==> src/hw/rtl/lse_pkg.sv <==
// ----------------------------------------------------------------------------
// lse_pkg: shared constants and types of the linear segment envelope
// Gain format, register indexes, reset values and the ramp unit result bundle.
// ----------------------------------------------------------------------------
package lse_pkg;

   localparam int TIME_BITS_DEF   = 24;
   localparam int SAMPLE_BITS_DEF = 16;

   localparam int GAIN_BITS = 16;
   localparam int GAIN_FRAC = 14;

   localparam int CSR_INDEX_BITS = 2;

   localparam logic [CSR_INDEX_BITS-1:0] REG_START_TIME = 2'd0;
   localparam logic [CSR_INDEX_BITS-1:0] REG_END_TIME   = 2'd1;
   localparam logic [CSR_INDEX_BITS-1:0] REG_START_GAIN = 2'd2;
   localparam logic [CSR_INDEX_BITS-1:0] REG_END_GAIN   = 2'd3;

   localparam int unsigned START_TIME_RESET = 0;
   localparam int unsigned END_TIME_RESET   = 48000;
   localparam logic [GAIN_BITS-1:0] START_GAIN_RESET = 16'h4000;
   localparam logic [GAIN_BITS-1:0] END_GAIN_RESET   = 16'h0000;

   typedef struct packed {
      logic                 done;
      logic [GAIN_BITS-1:0] quot;
   } ramp_rsp_type;

endpackage

==> src/hw/rtl/lse_ramp.sv <==
// ----------------------------------------------------------------------------
// lse_ramp: serial gain step unit
// Computes floor(offset * mag / span) with a bit-serial shift-add multiply
// followed by a bit-serial restoring divide sharing one shift register.
// ----------------------------------------------------------------------------
module lse_ramp #(
   parameter int TIME_BITS = lse_pkg::TIME_BITS_DEF
) (
   input  logic                           clock,
   input  logic                           reset,
   input  logic                           go,
   input  logic [TIME_BITS-1:0]           offset,
   input  logic [TIME_BITS-1:0]           span,
   input  logic [lse_pkg::GAIN_BITS-1:0]  mag,
   output lse_pkg::ramp_rsp_type          rsp
);

   localparam int GB       = lse_pkg::GAIN_BITS;
   localparam int PW       = TIME_BITS + GB + 1;
   localparam int CNT_MAX  = (TIME_BITS > GB) ? TIME_BITS : GB;
   localparam int CNT_BITS = $clog2(CNT_MAX + 1);

   localparam logic [1:0] PH_IDLE = 2'd0;
   localparam logic [1:0] PH_MUL  = 2'd1;
   localparam logic [1:0] PH_DIV  = 2'd2;

   logic [1:0]           phase_ff, phase_in;
   logic [CNT_BITS-1:0]  cnt_ff, cnt_in;
   logic [PW-1:0]        p_ff, p_in;
   logic [GB-1:0]        mag_ff, mag_in;
   logic [TIME_BITS-1:0] span_ff, span_in;
   logic                 done_ff, done_in;

   logic [GB:0]          mul_sum;
   logic [PW-1:0]        mul_next;
   logic [TIME_BITS:0]   div_shift;
   logic [TIME_BITS+1:0] div_trial;
   logic                 div_qbit;
   logic [TIME_BITS-1:0] div_rem;
   logic [PW-1:0]        div_next;

   always_comb begin
      mul_sum  = {1'b0, p_ff[PW-2:TIME_BITS]} + (p_ff[0] ? {1'b0, mag_ff} : '0);
      mul_next = {1'b0, mul_sum, p_ff[TIME_BITS-1:1]};

      div_shift = {p_ff[TIME_BITS+GB-1:GB], p_ff[GB-1]};
      div_trial = {1'b0, div_shift} - {2'b00, span_ff};
      div_qbit  = ~div_trial[TIME_BITS+1];
      div_rem   = div_qbit ? div_trial[TIME_BITS-1:0] : div_shift[TIME_BITS-1:0];
      div_next  = {1'b0, div_rem, p_ff[GB-2:0], div_qbit};
   end

   always_comb begin
      phase_in = phase_ff;
      cnt_in   = cnt_ff;
      p_in     = p_ff;
      mag_in   = mag_ff;
      span_in  = span_ff;
      done_in  = 1'b0;
      unique case (phase_ff)
         PH_IDLE: begin
            if (go) begin
               phase_in = PH_MUL;
               cnt_in   = CNT_BITS'(TIME_BITS);
               p_in     = {{(GB+1){1'b0}}, offset};
               mag_in   = mag;
               span_in  = span;
            end
         end
         PH_MUL: begin
            p_in = mul_next;
            if (cnt_ff == CNT_BITS'(1)) begin
               phase_in = PH_DIV;
               cnt_in   = CNT_BITS'(GB);
            end else begin
               cnt_in = cnt_ff - CNT_BITS'(1);
            end
         end
         PH_DIV: begin
            p_in = div_next;
            if (cnt_ff == CNT_BITS'(1)) begin
               phase_in = PH_IDLE;
               done_in  = 1'b1;
            end else begin
               cnt_in = cnt_ff - CNT_BITS'(1);
            end
         end
         default: begin
            phase_in = PH_IDLE;
         end
      endcase
   end

   always_ff @(posedge clock) begin
      if (reset) begin
         phase_ff <= PH_IDLE;
         cnt_ff   <= '0;
         done_ff  <= 1'b0;
      end else begin
         phase_ff <= phase_in;
         cnt_ff   <= cnt_in;
         done_ff  <= done_in;
      end
   end

   always_ff @(posedge clock) begin
      p_ff    <= p_in;
      mag_ff  <= mag_in;
      span_ff <= span_in;
   end

   assign rsp.done = done_ff;
   assign rsp.quot = p_ff[GB-1:0];

endmodule

==> src/hw/rtl/linear_segment_envelope.sv <==
// ----------------------------------------------------------------------------
// linear_segment_envelope: linear gain ramp over an audio stream
// One transfer on the req_ channel is one audio tick; each yields one
// transfer on the rsp_ channel with the scaled sample and the alive flag.
// ----------------------------------------------------------------------------
// Usage:
//   req_ carries a signed sample and a restart flag (restart zeroes the age
//   counter before the tick). rsp_ returns the sample scaled by a gain that
//   moves linearly from start_gain to end_gain between start_time and
//   end_time, zero outside that window, with alive low once age passes
//   end_time. csr_ writes registers 0..3 (start_time, end_time, start_gain,
//   end_gain); write them only while no tick is in flight.
// Sequence:
//   A tick inside the ramp passes through the bit-serial multiply and the
//   bit-serial divide in the ramp unit, then the gain sum register, the
//   sample multiply register and the saturating output register before
//   rsp_valid. A tick outside the ramp goes straight to the output
//   register. One tick is worked on at a time; req_stall is high while it
//   is, so the next tick is not accepted until the current one has reached
//   the output register.
// Reset and stall:
//   Reset clears the age counter, the registers to their defaults and drops
//   rsp_valid. A held result stays on rsp_ while rsp_stall is high; the
//   next tick may be accepted meanwhile and waits for the output register.
// ----------------------------------------------------------------------------
module linear_segment_envelope #(
   parameter int TIME_BITS   = lse_pkg::TIME_BITS_DEF,
   parameter int SAMPLE_BITS = lse_pkg::SAMPLE_BITS_DEF
) (
   input  logic                                clock,
   input  logic                                reset,

   input  logic                                req_valid,
   output logic                                req_stall,
   input  logic signed [SAMPLE_BITS-1:0]       req_sample_in,
   input  logic                                req_restart,

   output logic                                rsp_valid,
   input  logic                                rsp_stall,
   output logic signed [SAMPLE_BITS-1:0]       rsp_sample_out,
   output logic                                rsp_alive,

   input  logic                                csr_wr_en,
   input  logic [lse_pkg::CSR_INDEX_BITS-1:0]  csr_index,
   input  logic [((TIME_BITS > lse_pkg::GAIN_BITS) ? TIME_BITS
                  : lse_pkg::GAIN_BITS)-1:0]   csr_data
);

   localparam int GB       = lse_pkg::GAIN_BITS;
   localparam int PROD_BITS = SAMPLE_BITS + GB;

   localparam logic [1:0] S_IDLE = 2'd0;
   localparam logic [1:0] S_RAMP = 2'd1;
   localparam logic [1:0] S_MULT = 2'd2;
   localparam logic [1:0] S_EMIT = 2'd3;

   logic [TIME_BITS-1:0] start_time_ff, start_time_in;
   logic [TIME_BITS-1:0] end_time_ff, end_time_in;
   logic [GB-1:0]        start_gain_ff, start_gain_in;
   logic [GB-1:0]        end_gain_ff, end_gain_in;

   logic [1:0]           state_ff, state_in;
   logic [TIME_BITS:0]   age_ff, age_in;
   logic                 rsp_valid_ff, rsp_valid_in;
   logic [SAMPLE_BITS-1:0] rsp_sample_ff, rsp_sample_in;
   logic                 rsp_alive_ff, rsp_alive_in;

   logic [SAMPLE_BITS-1:0] sample_ff, sample_in;
   logic                 alive_ff, alive_in;
   logic                 ramp_ff, ramp_in;
   logic                 gneg_ff, gneg_in;
   logic                 zspan_ff, zspan_in;
   logic [GB-1:0]        gain_ff, gain_in;
   logic [PROD_BITS-1:0] prod_ff, prod_in;

   logic                 req_xfer;
   logic [TIME_BITS:0]   age_eff;
   logic                 dead;
   logic                 in_ramp;
   logic [TIME_BITS-1:0] offset;
   logic [TIME_BITS-1:0] span;
   logic [GB:0]          gdiff;
   logic [GB:0]          gmag;
   logic                 ramp_go;
   lse_pkg::ramp_rsp_type ramp_rsp;

   logic [GB:0]          qext;
   logic [GB:0]          gsum;
   logic [SAMPLE_BITS+1:0] scaled;
   logic [2:0]           scaled_top;
   logic [SAMPLE_BITS-1:0] sat_val;
   logic                 out_free;

   // register file
   always_comb begin
      start_time_in = start_time_ff;
      end_time_in   = end_time_ff;
      start_gain_in = start_gain_ff;
      end_gain_in   = end_gain_ff;
      if (csr_wr_en) begin
         unique case (csr_index)
            lse_pkg::REG_START_TIME: start_time_in = csr_data[TIME_BITS-1:0];
            lse_pkg::REG_END_TIME:   end_time_in   = csr_data[TIME_BITS-1:0];
            lse_pkg::REG_START_GAIN: start_gain_in = csr_data[GB-1:0];
            lse_pkg::REG_END_GAIN:   end_gain_in   = csr_data[GB-1:0];
            default: ;
         endcase
      end
   end

   // tick decode
   always_comb begin
      req_xfer = req_valid && (state_ff == S_IDLE);
      age_eff  = req_restart ? '0 : age_ff;
      dead     = age_eff > {1'b0, end_time_ff};
      in_ramp  = !dead && (age_eff >= {1'b0, start_time_ff});
      offset   = age_eff[TIME_BITS-1:0] - start_time_ff;
      span     = end_time_ff - start_time_ff;
      gdiff    = {end_gain_ff[GB-1], end_gain_ff} - {start_gain_ff[GB-1], start_gain_ff};
      gmag     = gdiff[GB] ? (~gdiff + (GB+1)'(1)) : gdiff;
      ramp_go  = req_xfer && in_ramp;
   end

   lse_ramp #(
      .TIME_BITS (TIME_BITS)
   ) u_ramp (
      .clock  (clock),
      .reset  (reset),
      .go     (ramp_go),
      .offset (offset),
      .span   (span),
      .mag    (gmag[GB-1:0]),
      .rsp    (ramp_rsp)
   );

   // gain and saturation
   always_comb begin
      qext    = zspan_ff ? '0 : {1'b0, ramp_rsp.quot};
      gsum    = {start_gain_ff[GB-1], start_gain_ff} + (gneg_ff ? (~qext + (GB+1)'(1)) : qext);
      scaled  = prod_ff[PROD_BITS-1:lse_pkg::GAIN_FRAC];
      scaled_top = scaled[SAMPLE_BITS+1:SAMPLE_BITS-1];
      if (scaled_top == 3'b000 || scaled_top == 3'b111) begin
         sat_val = scaled[SAMPLE_BITS-1:0];
      end else if (scaled[SAMPLE_BITS+1]) begin
         sat_val = {1'b1, {(SAMPLE_BITS-1){1'b0}}};
      end else begin
         sat_val = {1'b0, {(SAMPLE_BITS-1){1'b1}}};
      end
      out_free = !rsp_valid_ff || !rsp_stall;
   end

   // sequencer
   always_comb begin
      state_in      = state_ff;
      age_in        = age_ff;
      sample_in     = sample_ff;
      alive_in      = alive_ff;
      ramp_in       = ramp_ff;
      gneg_in       = gneg_ff;
      zspan_in      = zspan_ff;
      gain_in       = gain_ff;
      prod_in       = prod_ff;
      rsp_valid_in  = rsp_valid_ff && rsp_stall;
      rsp_sample_in = rsp_sample_ff;
      rsp_alive_in  = rsp_alive_ff;
      unique case (state_ff)
         S_IDLE: begin
            if (req_xfer) begin
               sample_in = req_sample_in;
               alive_in  = !dead;
               ramp_in   = in_ramp;
               gneg_in   = gdiff[GB];
               zspan_in  = (span == '0);
               age_in    = dead ? age_eff : (age_eff + (TIME_BITS+1)'(1));
               state_in  = in_ramp ? S_RAMP : S_EMIT;
            end
         end
         S_RAMP: begin
            if (ramp_rsp.done) begin
               gain_in  = gsum[GB-1:0];
               state_in = S_MULT;
            end
         end
         S_MULT: begin
            prod_in  = {{GB{sample_ff[SAMPLE_BITS-1]}}, sample_ff}
                       * {{SAMPLE_BITS{gain_ff[GB-1]}}, gain_ff};
            state_in = S_EMIT;
         end
         S_EMIT: begin
            if (out_free) begin
               rsp_valid_in  = 1'b1;
               rsp_sample_in = ramp_ff ? sat_val : '0;
               rsp_alive_in  = alive_ff;
               state_in      = S_IDLE;
            end
         end
         default: begin
            state_in = S_IDLE;
         end
      endcase
   end

   always_ff @(posedge clock) begin
      if (reset) begin
         start_time_ff <= TIME_BITS'(lse_pkg::START_TIME_RESET);
         end_time_ff   <= TIME_BITS'(lse_pkg::END_TIME_RESET);
         start_gain_ff <= lse_pkg::START_GAIN_RESET;
         end_gain_ff   <= lse_pkg::END_GAIN_RESET;
         state_ff      <= S_IDLE;
         age_ff        <= '0;
         rsp_valid_ff  <= 1'b0;
      end else begin
         start_time_ff <= start_time_in;
         end_time_ff   <= end_time_in;
         start_gain_ff <= start_gain_in;
         end_gain_ff   <= end_gain_in;
         state_ff      <= state_in;
         age_ff        <= age_in;
         rsp_valid_ff  <= rsp_valid_in;
      end
   end

   always_ff @(posedge clock) begin
      sample_ff     <= sample_in;
      alive_ff      <= alive_in;
      ramp_ff       <= ramp_in;
      gneg_ff       <= gneg_in;
      zspan_ff      <= zspan_in;
      gain_ff       <= gain_in;
      prod_ff       <= prod_in;
      rsp_sample_ff <= rsp_sample_in;
      rsp_alive_ff  <= rsp_alive_in;
   end

   assign req_stall      = (state_ff != S_IDLE);
   assign rsp_valid      = rsp_valid_ff;
   assign rsp_sample_out = rsp_sample_ff;
   assign rsp_alive      = rsp_alive_ff;

endmodule

==> config.mk <==
export PLATFORM = sky130hd
export DESIGN_NAME = linear_segment_envelope
export DESIGN_NICKNAME = d
export VERILOG_FILES = /design/src/hw/rtl/lse_pkg.sv /design/src/hw/rtl/lse_ramp.sv /design/src/hw/rtl/linear_segment_envelope.sv
export SDC_FILE = /design/constraint.sdc
export NUM_CORES = 1
export LEC_CHECK = 0
export BUFFER_PORTS_ARGS = -buffer_cell sky130_fd_sc_hd__clkbuf_2
export CAP_MARGIN = 20
export CORE_MARGIN = 2
export CORE_UTILIZATION = 25
export DETAILED_ROUTE_END_ITERATION = 8
export PLACE_DENSITY = 0.46
export SETUP_SLACK_MARGIN = 0.02
export SLEW_MARGIN = 10
export SYNTH_ARGS = -nofsm -noshare
export SYNTH_HDL_FRONTEND = slang
export SYNTH_SLANG_ARGS = --single-unit
==> constraint.sdc <==
create_clock -name clock -period 10.2 [get_ports clock]
set_clock_uncertainty 0.2 [all_clocks]
set_input_delay 0 -clock clock [delete_from_list [all_inputs] [get_ports clock]]
set_output_delay 0 -clock clock [all_outputs]
set_load 0.03 [all_outputs]
==> flow_summary.ini <==
[outcome]
status = completed

[global_routing]
grt_start_max_net_pins = 68
antenna_found_initial = 0
track_usage_pct = 13.84
grt_pass1_wl_um = 117700
first_global_vias = 20510
grt_overflow = 0

[clock_network]
holdBufCountCts = 73
insertion_delay_ns = 0.58
ctsResizeCount = 0
cts_tree = done
cts.sinks = 267
cts_buffers = 34
post_cts.repair.setup_buffers = 0
path_clk_slew_ns = 0.06
cts-root-buf = clkbuf_16
h-tree-depth = 2
clockBufferDepth = 3

[synthesis]
yosys.area_share.simple_pct = 16.82
synth.distinct_cells = 77
netlist_area_mm2 = 0.02665
netlist.top_cell.by_area = fa_1
yosysWarnings = 0
syn_avg_cell_area_um2 = 9.009
syn_nets = 3508
synth_xor_area_share_pct = 5.061
synth-edff-count = 151
ys.flop_type = edfxtp_1
async_flop_share_pct = 0
synthCells = 2958
synth_top_family_by_area = adder cells
synth.area.top_cells = fa_1, edfxtp_1, ha_1, dfxtp_1, inv_1
synthAdderAreaFrac_pct = 31.09
synth_compound_area_share_pct = 12.52
synth-seq-area-share_pct = 25.73
synth.area.mux_share_pct = 0.9015
ys_seq_elements = 267
yosys.area.top_type_share_pct = 20.06

[run]
maxCapViolations = 0

[timing]
slew-limit-headroom_pct = 28.34
setup_ws_ns = 2.632
setup_viol = 0
period_share_pct = 74.20
worstMarginPinSlew_ns = 1.071
hold_violations = 0
clock.fmax_ghz = 0.1321
rsz0062_at_grt = false
setup_tns_ns = 0
hold_slack_ns = 0.02897
finalMaxSlewViolations = 0
min_period_ns = 7.568

[routing]
via_per_inst = 4.507
drtIter0Drc = 940
firstDrtPassIters = 5
drc = 0
drt-total-wl_um = 73870
wl_per_cell_um = 16.54
drtAntennaViolNets = 0
num_vias = 20130

[die]
pin_count = 67
die_h_um = 330.5
initial_utilization_pct = 25.24
coreArea_mm2 = 0.1056
dieArea_mm2 = 0.1092
die_x_um = 330.5
std_cell_rows = 119

[cells_and_area]
syn_to_final_growth_pct = 14.12
final_common_cell = inv_1
layout-drive-gt1-share_pct = 5.597
layout_common_cells = inv_1, nand2_1, fa_1
nets = 3598
regArea_mm2 = 0.006857
multi_input_area_mm2 = 0.01771
n_fill_cell = 11250

[placement]
hpwl_um = 58490
post-place-ws_ns = 2.623
io_buffers = 66
gp_congestion = 0.8308

[setup_path]
crit_type = flop to flop
arrival_ns = 7.68
reg2reg_from = gain_ff[15]
worstPathMaxFanout = 13
rrSetupSlack_ns = 2.63
endpoint_kind = flop
cp-startpoint = gain_ff[15]
required_ns = 10.31
critical_path.startpoint_type = flop

[min_path]
hold_path.startpoint = req_sample_in[5]
worstHoldPathType = input port to flop
-- registers in the layout (all words and copies together) (netlist names), 2 cells and up --
register         count
rsp_sample_out      16
end_gain_ff         16
state_ff             2
start_time_ff       24
prod_ff             18
end_time_ff         24
u_ramp.p_ff         40
start_gain_ff       16
u_ramp.span_ff      24
gain_ff             16
sample_ff           16
age_ff              25
u_ramp.cnt_ff        5
u_ramp.phase_ff      2
u_ramp.mag_ff       16
-- Yosys cell counts, drive strengths merged (17+ instances only) --
cell type  count
nor3          48
xor2          71
edfxtp       151
nor2         172
o21ai         63
a211oi        19
nand2b        25
clkbuf        94
nand3         34
fa           267
a21oi        215
nand2        353
o22ai         18
a21o          44
o21bai        18
a221oi        17
ha           235
xnor2         83
dfxtp        116
nor2b         46
inv          459
and2         154
o21a          27
-- worst max-delay path, stage by stage, from the launching register on --
cell and delay (ns):
edfxtp_1 0.47, inv_1 0.49, nor2_1 0.15, fa_1 0.54
fa_1 0.53, fa_1 0.56, fa_1 0.53, fa_1 0.55
inv_1 0.06, fa_1 0.52, inv_1 0.04, ha_1 0.33
a2111oi_0 0.58, o211ai_1 0.17, nor3_1 0.42, o31ai_1 0.25
a41oi_1 0.32, a21oi_1 0.15, a21oi_1 0.24, o21bai_1 0.10
xnor2_1 0.13
-- routing by layer --
metal / global-route usage (%) / vias up / share of wire [%]
met5: 0 / - / 0
met4: 4.141 / 0 / 2.8
met3: 1.335 / 86 / 2.8
met2: 23.81 / 286 / 48
met1: 18.35 / 9803 / 46
li1: - / 9958 / -
-- final timing paths --
path,endpoint,depth (start not counted)
worst max register to register,prod_ff[31],20
worst min register to register,rsp_alive,0
worst max-delay path,prod_ff[31],20
worst min-delay path,sample_ff[5],2
-- kinds of logic (layout without fill, tap and decap cells) --
| group | count (synthesis) | count (layout) |
|---|---|---|
| multiplexers | 23 | 23 |
| AO/OA/AOI/OAI | 526 | 526 |
| buffers and inverters | 558 | 673 |
| adder cells (fa/ha/maj) | 502 | 502 |
| flip-flops | 267 | 267 |
| AND/OR/NAND/NOR | 928 | 928 |
| XOR/XNOR | 154 | 154 |
| other | 0 | 3 |
-- per-stage QoR --
step                      util, %  area [µm²]  std cells
after global placement      26.94       28440       4327
final                       28.81       30410       4467
after floorplan                 -       26650       2958
after global routing        28.80       30400       4464
after detailed placement    26.95       28450       4328
after CTS                   28.76       30360       4462
-- layout make-up --
cell class                      instances  area share [%]
Multi-Input combinational cell       2133           58.24
Clock buffer                           42           3.205
Clock inverter                         19          0.6706
Antenna cell                            3         0.02469
Tap cell                             1391           5.723
Sequential cell                       267           22.55
Inverter                              460           5.678
Timing Repair Buffer                  152           3.917
Power is left out: the tool's default activity adds up to more than one toggle a clock period on the data nets, which glitch-free logic cannot reach.
